## src/hdl/tfp_pkg.sv

```systemverilog
// Shared types, constants and the CRC-8 byte update for the telemetry frame parser.
package tfp_pkg;

	localparam logic [7:0] StartByteDefault = 8'hA5;
	localparam logic [7:0] CrcPoly          = 8'h07;
	localparam logic [7:0] CrcTopBit        = 8'h80;
	localparam logic [7:0] MinPayload       = 8'd6;

	typedef enum logic [2:0] {
		ST_OK       = 3'd0,
		ST_TRUNC    = 3'd1,
		ST_BADSTART = 3'd2,
		ST_BADCRC   = 3'd3,
		ST_SHORT    = 3'd4
	} status_t;

	typedef struct packed {
		status_t     status;
		logic [31:0] timestamp;
		logic [15:0] reading;
	} result_t;

	// One byte through CRC-8/ATM, most significant bit first.
	function automatic logic [7:0] crc8_byte(input logic [7:0] crc, input logic [7:0] data);
		logic [7:0] c;
		c = crc ^ data;
		for (int b = 0; b < 8; b++) begin
			if ((c & CrcTopBit) != 8'd0) begin
				c = {c[6:0], 1'b0} ^ CrcPoly;
			end else begin
				c = {c[6:0], 1'b0};
			end
		end
		return c;
	endfunction

endpackage

```

## src/hdl/telemetry_frame_parser_crc8.sv

```systemverilog
// Top level of the telemetry frame parser with CRC-8/ATM check.
// Usage:
// The input channel (in_valid/in_ready) carries one buffer byte per transaction,
// with buffer_end set on the last byte of a buffer. The output channel
// (out_valid/out_ready) carries one result transaction per buffer: status,
// timestamp and reading. Fields other than status are zero unless status is ok.
// Each accepted byte is held in an input register, then the frame logic updates
// its state; the last byte's result lands in the output register. A last byte
// passes the input and then the output register before out_valid rises. One byte
// is taken per cycle while in_ready is high. When the receiver stalls, bytes that
// end no buffer keep flowing; a last byte waits in the input register, and
// in_ready drops only while it waits there. The user writes start_byte through
// start_byte_we/start_byte_wdata only while idle; the block does not enforce it.
// Reset clears both valid flags and the frame state and sets start_byte to 0xA5.
module telemetry_frame_parser_crc8 (
	input  logic        clk,
	input  logic        arst_n,
	input  logic        in_valid,
	output logic        in_ready,
	input  logic [7:0]  data_byte,
	input  logic        buffer_end,
	output logic        out_valid,
	input  logic        out_ready,
	output logic [2:0]  status,
	output logic [31:0] timestamp,
	output logic [15:0] reading,
	input  logic        start_byte_we,
	input  logic [7:0]  start_byte_wdata
);

	logic              valid_s1;
	logic [7:0]        data_s1;
	logic              end_s1;
	logic              s1_go;
	logic              out_free;
	logic [7:0]        start_byte_q;
	logic              out_valid_q;
	tfp_pkg::result_t  result;
	tfp_pkg::result_t  result_q;

	assign out_free = !out_valid_q || out_ready;
	assign s1_go    = valid_s1 && (!end_s1 || out_free);
	assign in_ready = !valid_s1 || s1_go;

	always_ff @(posedge clk or negedge arst_n) begin
		if (!arst_n) begin
			start_byte_q <= tfp_pkg::StartByteDefault;
		end else if (start_byte_we) begin
			start_byte_q <= start_byte_wdata;
		end
	end

	always_ff @(posedge clk or negedge arst_n) begin
		if (!arst_n) begin
			valid_s1 <= 1'b0;
		end else if (in_ready) begin
			valid_s1 <= in_valid;
		end
	end

	always_ff @(posedge clk) begin
		if (in_ready && in_valid) begin
			data_s1 <= data_byte;
			end_s1  <= buffer_end;
		end
	end

	tfp_frame u_frame (
		.clk        (clk),
		.arst_n     (arst_n),
		.step       (s1_go),
		.data_byte  (data_s1),
		.buffer_end (end_s1),
		.start_byte (start_byte_q),
		.result     (result)
	);

	always_ff @(posedge clk or negedge arst_n) begin
		if (!arst_n) begin
			out_valid_q <= 1'b0;
		end else if (s1_go && end_s1) begin
			out_valid_q <= 1'b1;
		end else if (out_ready) begin
			out_valid_q <= 1'b0;
		end
	end

	always_ff @(posedge clk) begin
		if (s1_go && end_s1) begin
			result_q <= result;
		end
	end

	assign out_valid = out_valid_q;
	assign status    = result_q.status;
	assign timestamp = result_q.timestamp;
	assign reading   = result_q.reading;

`ifndef SYNTHESIS
	// A result only ever follows a last byte that sat in the input register.
	a_result_source: assert property (@(posedge clk) disable iff (!arst_n)
		$rose(out_valid_q) |-> $past(valid_s1 && end_s1))
		else $error("result appeared without a buffer end");

	// A waiting last byte must not be lost while the output is blocked.
	a_end_held: assert property (@(posedge clk) disable iff (!arst_n)
		(valid_s1 && end_s1 && out_valid_q && !out_ready) |=> (valid_s1 && end_s1))
		else $error("last byte dropped while output stalled");

	// Only an ok result carries captured fields.
	a_fields_zero: assert property (@(posedge clk) disable iff (!arst_n)
		(out_valid_q && result_q.status != tfp_pkg::ST_OK)
			|-> (result_q.timestamp == 32'd0 && result_q.reading == 16'd0))
		else $error("non-ok result carries field data");
`endif

endmodule

```

## src/hdl/tfp_frame.sv

```systemverilog
// Per-buffer frame state: position, length, running CRC and field captures.
module tfp_frame (
	input  logic              clk,
	input  logic              arst_n,
	input  logic              step,
	input  logic [7:0]        data_byte,
	input  logic              buffer_end,
	input  logic [7:0]        start_byte,
	output tfp_pkg::result_t  result
);

	tfp_pkg::status_t outcome_q, outcome_nxt;
	logic [8:0]       position_q, position_nxt;
	logic [7:0]       length_q, length_nxt;
	logic [7:0]       crc_q, crc_nxt;
	logic [31:0]      ts_q, ts_nxt;
	logic [15:0]      val_q, val_nxt;
	logic [8:0]       frame_end;
	logic [8:0]       offset;

	assign frame_end = {1'b0, length_q} + 9'd2;
	assign offset    = position_q - 9'd2;

	always_comb begin
		outcome_nxt  = outcome_q;
		length_nxt   = length_q;
		crc_nxt      = crc_q;
		ts_nxt       = ts_q;
		val_nxt      = val_q;
		position_nxt = position_q;
		if (outcome_q == tfp_pkg::ST_TRUNC) begin
			if (position_q == 9'd0) begin
				if (data_byte != start_byte) begin
					outcome_nxt = tfp_pkg::ST_BADSTART;
				end
			end else if (position_q == 9'd1) begin
				length_nxt = data_byte;
			end else if (position_q < frame_end) begin
				crc_nxt = tfp_pkg::crc8_byte(crc_q, data_byte);
				if (offset < 9'd4) begin
					ts_nxt = {ts_q[23:0], data_byte};
				end else if (offset < 9'd6) begin
					val_nxt = {val_q[7:0], data_byte};
				end
			end else begin
				// The byte after the payload is the CRC byte and settles the outcome.
				if (data_byte != crc_q) begin
					outcome_nxt = tfp_pkg::ST_BADCRC;
				end else if (length_q < tfp_pkg::MinPayload) begin
					outcome_nxt = tfp_pkg::ST_SHORT;
				end else begin
					outcome_nxt = tfp_pkg::ST_OK;
				end
			end
			if (outcome_nxt == tfp_pkg::ST_TRUNC || position_q < 9'd2) begin
				position_nxt = position_q + 9'd1;
			end
		end
	end

	always_comb begin
		result.status = outcome_nxt;
		if (outcome_nxt == tfp_pkg::ST_OK) begin
			result.timestamp = ts_nxt;
			result.reading   = val_nxt;
		end else begin
			result.timestamp = 32'd0;
			result.reading   = 16'd0;
		end
	end

	always_ff @(posedge clk or negedge arst_n) begin
		if (!arst_n) begin
			outcome_q  <= tfp_pkg::ST_TRUNC;
			position_q <= 9'd0;
			length_q   <= 8'd0;
			crc_q      <= 8'd0;
			ts_q       <= 32'd0;
			val_q      <= 16'd0;
		end else if (step) begin
			if (buffer_end) begin
				outcome_q  <= tfp_pkg::ST_TRUNC;
				position_q <= 9'd0;
				length_q   <= 8'd0;
				crc_q      <= 8'd0;
				ts_q       <= 32'd0;
				val_q      <= 16'd0;
			end else begin
				outcome_q  <= outcome_nxt;
				position_q <= position_nxt;
				length_q   <= length_nxt;
				crc_q      <= crc_nxt;
				ts_q       <= ts_nxt;
				val_q      <= val_nxt;
			end
		end
	end

endmodule
```

## config.mk

```make
export PLATFORM = sky130hd
export DESIGN_NAME = telemetry_frame_parser_crc8
export DESIGN_NICKNAME = d
export VERILOG_FILES = /design/src/hdl/tfp_pkg.sv /design/src/hdl/telemetry_frame_parser_crc8.sv /design/src/hdl/tfp_frame.sv
export SDC_FILE = /design/constraint.sdc
export NUM_CORES = 1
export LEC_CHECK = 0
export BUFFER_PORTS_ARGS = -buffer_cell sky130_fd_sc_hd__buf_2
export CAP_MARGIN = 20
export CORE_MARGIN = 2
export CORE_UTILIZATION = 43
export DETAILED_ROUTE_END_ITERATION = 8
export GPL_ROUTABILITY_DRIVEN = 0
export PLACE_DENSITY = 0.67
export REMOVE_ABC_BUFFERS = 1
export SYNTH_ARGS = -nofsm -noshare
export SYNTH_HDL_FRONTEND = slang
export SYNTH_SLANG_ARGS = --single-unit
```

## constraint.sdc

```tcl
create_clock -name clk -period 3.75 [get_ports clk]
set_input_delay 0.75 -clock clk [delete_from_list [all_inputs] [get_ports clk]]
set_output_delay 0.75 -clock clk [all_outputs]
set_load 0.01 [all_outputs]
```

# Word-level counts from Yosys, hierarchy flattened
# Cells that the tools add are included.
dict set report classes {
  n_addsub 3
  mul 0
  n_div 0
  n_lt_le_gt_ge 5
  eq_ne 7
  shift 0
  mux 72
  bitwise 9
  n_reduce_logical 20
}
# operator n
set op_table {}
lappend op_table {{$mux W8} 37}
lappend op_table {{$mux W32} 6}
lappend op_table {{$mux W16} 7}
lappend op_table {{$mux W3} 17}
lappend op_table {{$mux W9} 3}
lappend op_table {{$not A3 Y3} 8}
lappend op_table {{$lt A9 B3 Y1 const B} 2}
lappend op_table {{$ne A8 B8 Y1} 2}
lappend op_table {{$reduce_bool A2 Y1} 5}
lappend op_table {{$add A8 B2 Y9 const B} 1}
lappend op_table {{$add A9 B1 Y9 const B} 1}
lappend op_table {{$eq A9 B1 Y1 const B} 1}
lappend op_table {{$logic_not A9 Y1} 1}
lappend op_table {{$lt A9 B2 Y1 const B} 1}
lappend op_table {{$lt A9 B9 Y1} 1}
lappend op_table {{$sub A9 B2 Y9 const B} 1}
lappend op_table {{$lt A8 B3 Y1 const B} 1}
lappend op_table {{$xor A8 B8 Y8} 1}
lappend op_table {{$eq A3 B1 Y1 const B} 2}
lappend op_table {{$reduce_and A5 Y1} 1}
lappend op_table {{$logic_or A1 B1 Y1} 4}
lappend op_table {{$ne A2 B2 Y1 const B} 2}
lappend op_table {{$reduce_and A4 Y1} 1}
lappend op_table {{$logic_and A1 B1 Y1} 3}
lappend op_table {{other kinds (4)} 7}
dict set report totals {
  register_bits 146
  latchBits 0
  ramBits 0
  rom_bits 0
  output_inout_bits 53
  wordCells 130
  mem_count 0
}

# Longest topological paths before layout
dict set report depth {
  depth_word 50
  mapped_depth 14
}

# Cells and area by module
# Synthesis repeated with hierarchy kept, for this count alone.
dict set report unflattened {
  cells_unflattened 574
  hier_area_um2 6765.2
}
# mod n_inst cells_each area_per_inst_um2
set by_module_without_submodules {}
lappend by_module_without_submodules {tfp_frame 1 487 4520.6}
lappend by_module_without_submodules {telemetry_frame_parser_crc8 1 87 2244.7}

# Least setup slack after synthesis
# No wires, ideal clock.
dict set report synth_timing {
  path_kind {reg2reg}
  startpoint {register u_frame.length_q[3]}
  endpoint {register u_frame.val_q[6]}
  setup_time_ns 0.121
  arrival_time_ns 2.899
  t_required_ns 3.629
  path_slack_ns 0.730
  stages_incl_launch_ff 14
  path_cell_list {dfrtp_1 > clkbuf_1 > and4_1 > nand2_1 > xor2_1 > ha_1 > nand2_1 > nor2_1 > a41oi_1 > nand2_1 > nor4b_4 > o21ai_1 > buf_2 > a22o_1}
}
dict set report synth_via {
  elab_chain_cells 7
}
# item line_no
set synth_rtl {}
lappend synth_rtl {{start, declared} tfp_frame.sv:14} ;# logic [7:0] length_q, length_nxt;
lappend synth_rtl {{start signal, assigned} tfp_frame.sv:91} ;# length_q <= length_nxt;
lappend synth_rtl {{$add A8 B2 Y9} tfp_frame.sv:21} ;# assign frame_end = {1'b0, length_q} + 9'd2;
lappend synth_rtl {{$lt A9 B9 Y1} tfp_frame.sv:38} ;# end else if (position_q < frame_end) begin
lappend synth_rtl {{$mux W16} tfp_frame.sv:38}
lappend synth_rtl {{$mux W16} tfp_frame.sv:36} ;# end else if (position_q == 9'd1) begin
lappend synth_rtl {{$mux W16} tfp_frame.sv:32} ;# if (position_q == 9'd0) begin
lappend synth_rtl {{$mux W16} tfp_frame.sv:31} ;# if (outcome_q == tfp_pkg::ST_TRUNC) begin
lappend synth_rtl {{$mux W16} tfp_frame.sv:81} ;# if (buffer_end) begin
lappend synth_rtl {{end signal, assigned} tfp_frame.sv:94} ;# val_q <= val_nxt;
lappend synth_rtl {{end, declared} tfp_frame.sv:17} ;# logic [15:0] val_q, val_nxt;
# No other way between the ends.
# A chain may end at the register's enable or synchronous reset.

# Worst setup path in the final report
dict set report layout_timing {
  startpoint {register u_frame.length_q[1]}
  endpoint {register result_q, in the netlist timestamp[5], data pin}
}
dict set report layout_via {
  elab_chain_cells 9
}
# item line_no
set layout_rtl {}
lappend layout_rtl {{parallel branches: the longest is 9 deep, another holds $add A8 B2 Y9} --}
lappend layout_rtl {{end signal, assigned} telemetry_frame_parser_crc8.sv:90} ;# result_q <= result;
lappend layout_rtl {{end, declared} telemetry_frame_parser_crc8.sv:39} ;# tfp_pkg::result_t result_q;
# Several ways; the timed one is not identified. The select of a mux whose other input is x is not followed.

==> metrics <==
setup bufs post-CTS 0; CP required 4000 ps; first-pass GRT wire length 24,800 um; pwr/cell area 581 nW/um2; Syn Inst Count 588; initial antenna violation count 0; Slew headroom 29.7%; dpl hpwl 10,400 um; max-cap violation count 0; nets@finish 700; CTS buffer count 17; critical path fanouts, max 28; Port Buffers 74; chip width 131 um; Avg Cell Area, Syn 11.8 um2; clk sinks 146; drt pass-1 iters 5; Final Slew Violations 0; NetSw 1.55 mW; number of synthesized register bits 146; Leakage Power 3.60 nW; Tightest Pin Transition 1050 ps; crit-path leading delay family compound AO/OA/AOI/OAI gates; DR top layer met4; worst setup margin 288 ps; routed wl met3 933 um; Clock power frac 33.1%; Final Non-Filler Cells 889; combinational power share 26.4%; Routed Antenna Nets 0; clk_lat worst skew 430 ps; Final Util 51.5%; routed via count 5,017; setup TNS 0 ps; Max Freq 289 MHz; Reg power frac 40.5%; TritonCTS clock tree done; ys flop type dfrtp_1; Synth area leader dfrtp_1; Net Sw Frac 32.8%; Worst Setup End Kind flip-flop; yosys warns 0; Int Power 3.18 mW; Worst Path Buf+Inv 1; All-Layer GR Usage 18.8%; Site Rows 46; clock-pin slew on the worst setup and hold paths 60 ps; Starting Density 43.8%; drt total wl 15,500 um; number of global-route vias before repair 4,774; root buffer cell clkbuf_16; reg2reg path depth 12; worst clock skew 7.14 ps; ANT cells 0; Yosys top cell area share 29.2%; Post-synth EDFFs 60; htree depth 4; cts hold-fix bufs 0; DR iter-0 viols 477; crit share post-route 92.3%; share of the yosys chip area belonging to registers 57.1%; die height 131 um; flop2flop setup slack 290 ps; vias per cell 5.64; # IOs 75; Synth async-reset ratio 58.9%; CP Cell Sequence and2_1, nand4_1, xor2_1, ha_1, a21oi_1, o21ai_0, a41oi_1, a21oi_1, a31oi_2, o2111ai_4, buf_12, nor2_1; RSZ-0062 raised after global routing false; Resized Gates After CTS 0; Final Critical Period 3460 ps; Setup crit end timestamp[5]; pre-CTS WS 333 ps; Max stage delay on crit path 410 ps; Setup crit start kind flip-flop; area delta synth->final 17.4%; critical path depth 12; WP data arrival 3710 ps; clock buffer depth 2; dpl cells 854; worst r2r src u_frame.length_q[1]; wire length per cell 17.4 um; largest net degree at the start of global routing 82; crit path from u_frame.length_q[1]; Top cell by count, worst path a21oi_1; layout cells sized above 1 21.8%; CP max stage cell a31oi_2; most frequent cells after synthesis 81 x dfrtp_1, 61 x a22o_1, 60 x edfxtp_1; Final setup viols 0; core footprint 15,800 um2; Die Area 17,200 um2; Cell Area, Synth 6940 um2; worst min path class in -> async; worst IR drop on VDD 0.439 mV; count leader, synth dfrtp_1; type of the worst setup path reg -> reg; synth top area cells dfrtp_1 29%, edfxtp_1 26%, a22o_1 7.7%; status finished clean; residual overflow from global routing 0; WL met2 7280 um; drt drc 0; RR Endpoint timestamp[5]; Yosys cell types 56; met1 wire length 7020 um; final hold viol count 0
-- routing by layer --
layer	vias up	GRT usage [%]
met4	0	6.57
met2	202	29.4
met1	2477	26.0
li1	2311	-
met3	27	4.28
met5	-	0
-- stage by stage --
stage	hold WS, ps	total power, mW	instance area [um2]
after global placement	473	3.10	7550
after CTS	486	4.69	8090
after detailed placement	483	3.12	7550
after global routing	131	4.97	8150
final	138	4.73	8150
after floorplan	454	2.74	6780
-- layout by cell type (no fill, tap or decap), drive strengths merged, types with 5 or more instances in the layout --
cell,instances
nor2,51
xnor2,20
xor2,14
nor3,8
nand2,56
nor4,6
clkinv,10
a22o,61
edfxtp,60
mux2i,34
or3,5
a31oi,6
a21oi,31
dfrtp,81
nand3,11
buf,87
inv,16
mux2,8
and3,6
clkbuf,17
nand2b,6
dfstp,5
and2,6
ha,18
o21ai,12
-- cell families after synthesis --
group	share of synthesized area, %
flip-flops	57.1
XOR/XNOR	4.29
AO/OA/AOI/OAI	14.1
multiplexers	6.20
AND/OR/NAND/NOR	12.0
adder cells (fa/ha/maj)	3.25
buffers and inverters	3.12
-- worst min-delay path by stage --
stage / start / endpoint / slack (ps)
floorplan: arst_n / out_valid / 450
CTS: data_byte[4] / data_s1[4] / 490
finish: arst_n / u_frame.position_q[3] / 140
detailed placement: u_frame.val_q[15] / u_frame.val_q[15] / 480
global placement: u_frame.val_q[15] / u_frame.val_q[15] / 470
global route: arst_n / u_frame.position_q[5] / 130
-- worst reg2reg max path, cell delays in order (launching register included) --
cell       delay (ps)
dfrtp_1           400
and2_1            230
nand4_1           130
xor2_1            170
ha_1              310
a21oi_1           130
o21ai_0           100
a41oi_1           330
a21oi_1           220
a31oi_2           410
o2111ai_4         360
buf_12            270
nor2_1            200
-- power groups by stage --
stage | Clock (mW) | Combinational (mW) | Sequential [mW]
2_1_floorplan | 0 | 0.822 | 1.92
3_3_place_gp | 0 | 1.16 | 1.94
3_5_place_dp | 0 | 1.18 | 1.94
4_1_cts | 1.58 | 1.19 | 1.91
5_1_grt | 1.65 | 1.39 | 1.93
6_report | 1.57 | 1.25 | 1.91
-- sequential cells by signal, indices dropped and copies added, names as in the netlist --
name / flops
start_byte_q: 8
end_s1: 1
u_frame.val_q: 16
u_frame.ts_q: 32
status: 3
data_s1: 8
out_valid: 1
timestamp: 32
reading: 16
u_frame.outcome_q: 3
u_frame.crc_q: 8
u_frame.length_q: 8
valid_s1: 1
u_frame.position_q: 9
-- area by class of cell --
class	instances	area (um2)
fill	1365	7680
multi-input combinational	394	2810
inverter	14	52.6
tap	216	270
sequential	146	3960
clock inverter	15	116
clock buffer	17	425
timing repair buffer	87	515
Power figures use the tool's default switching activity.
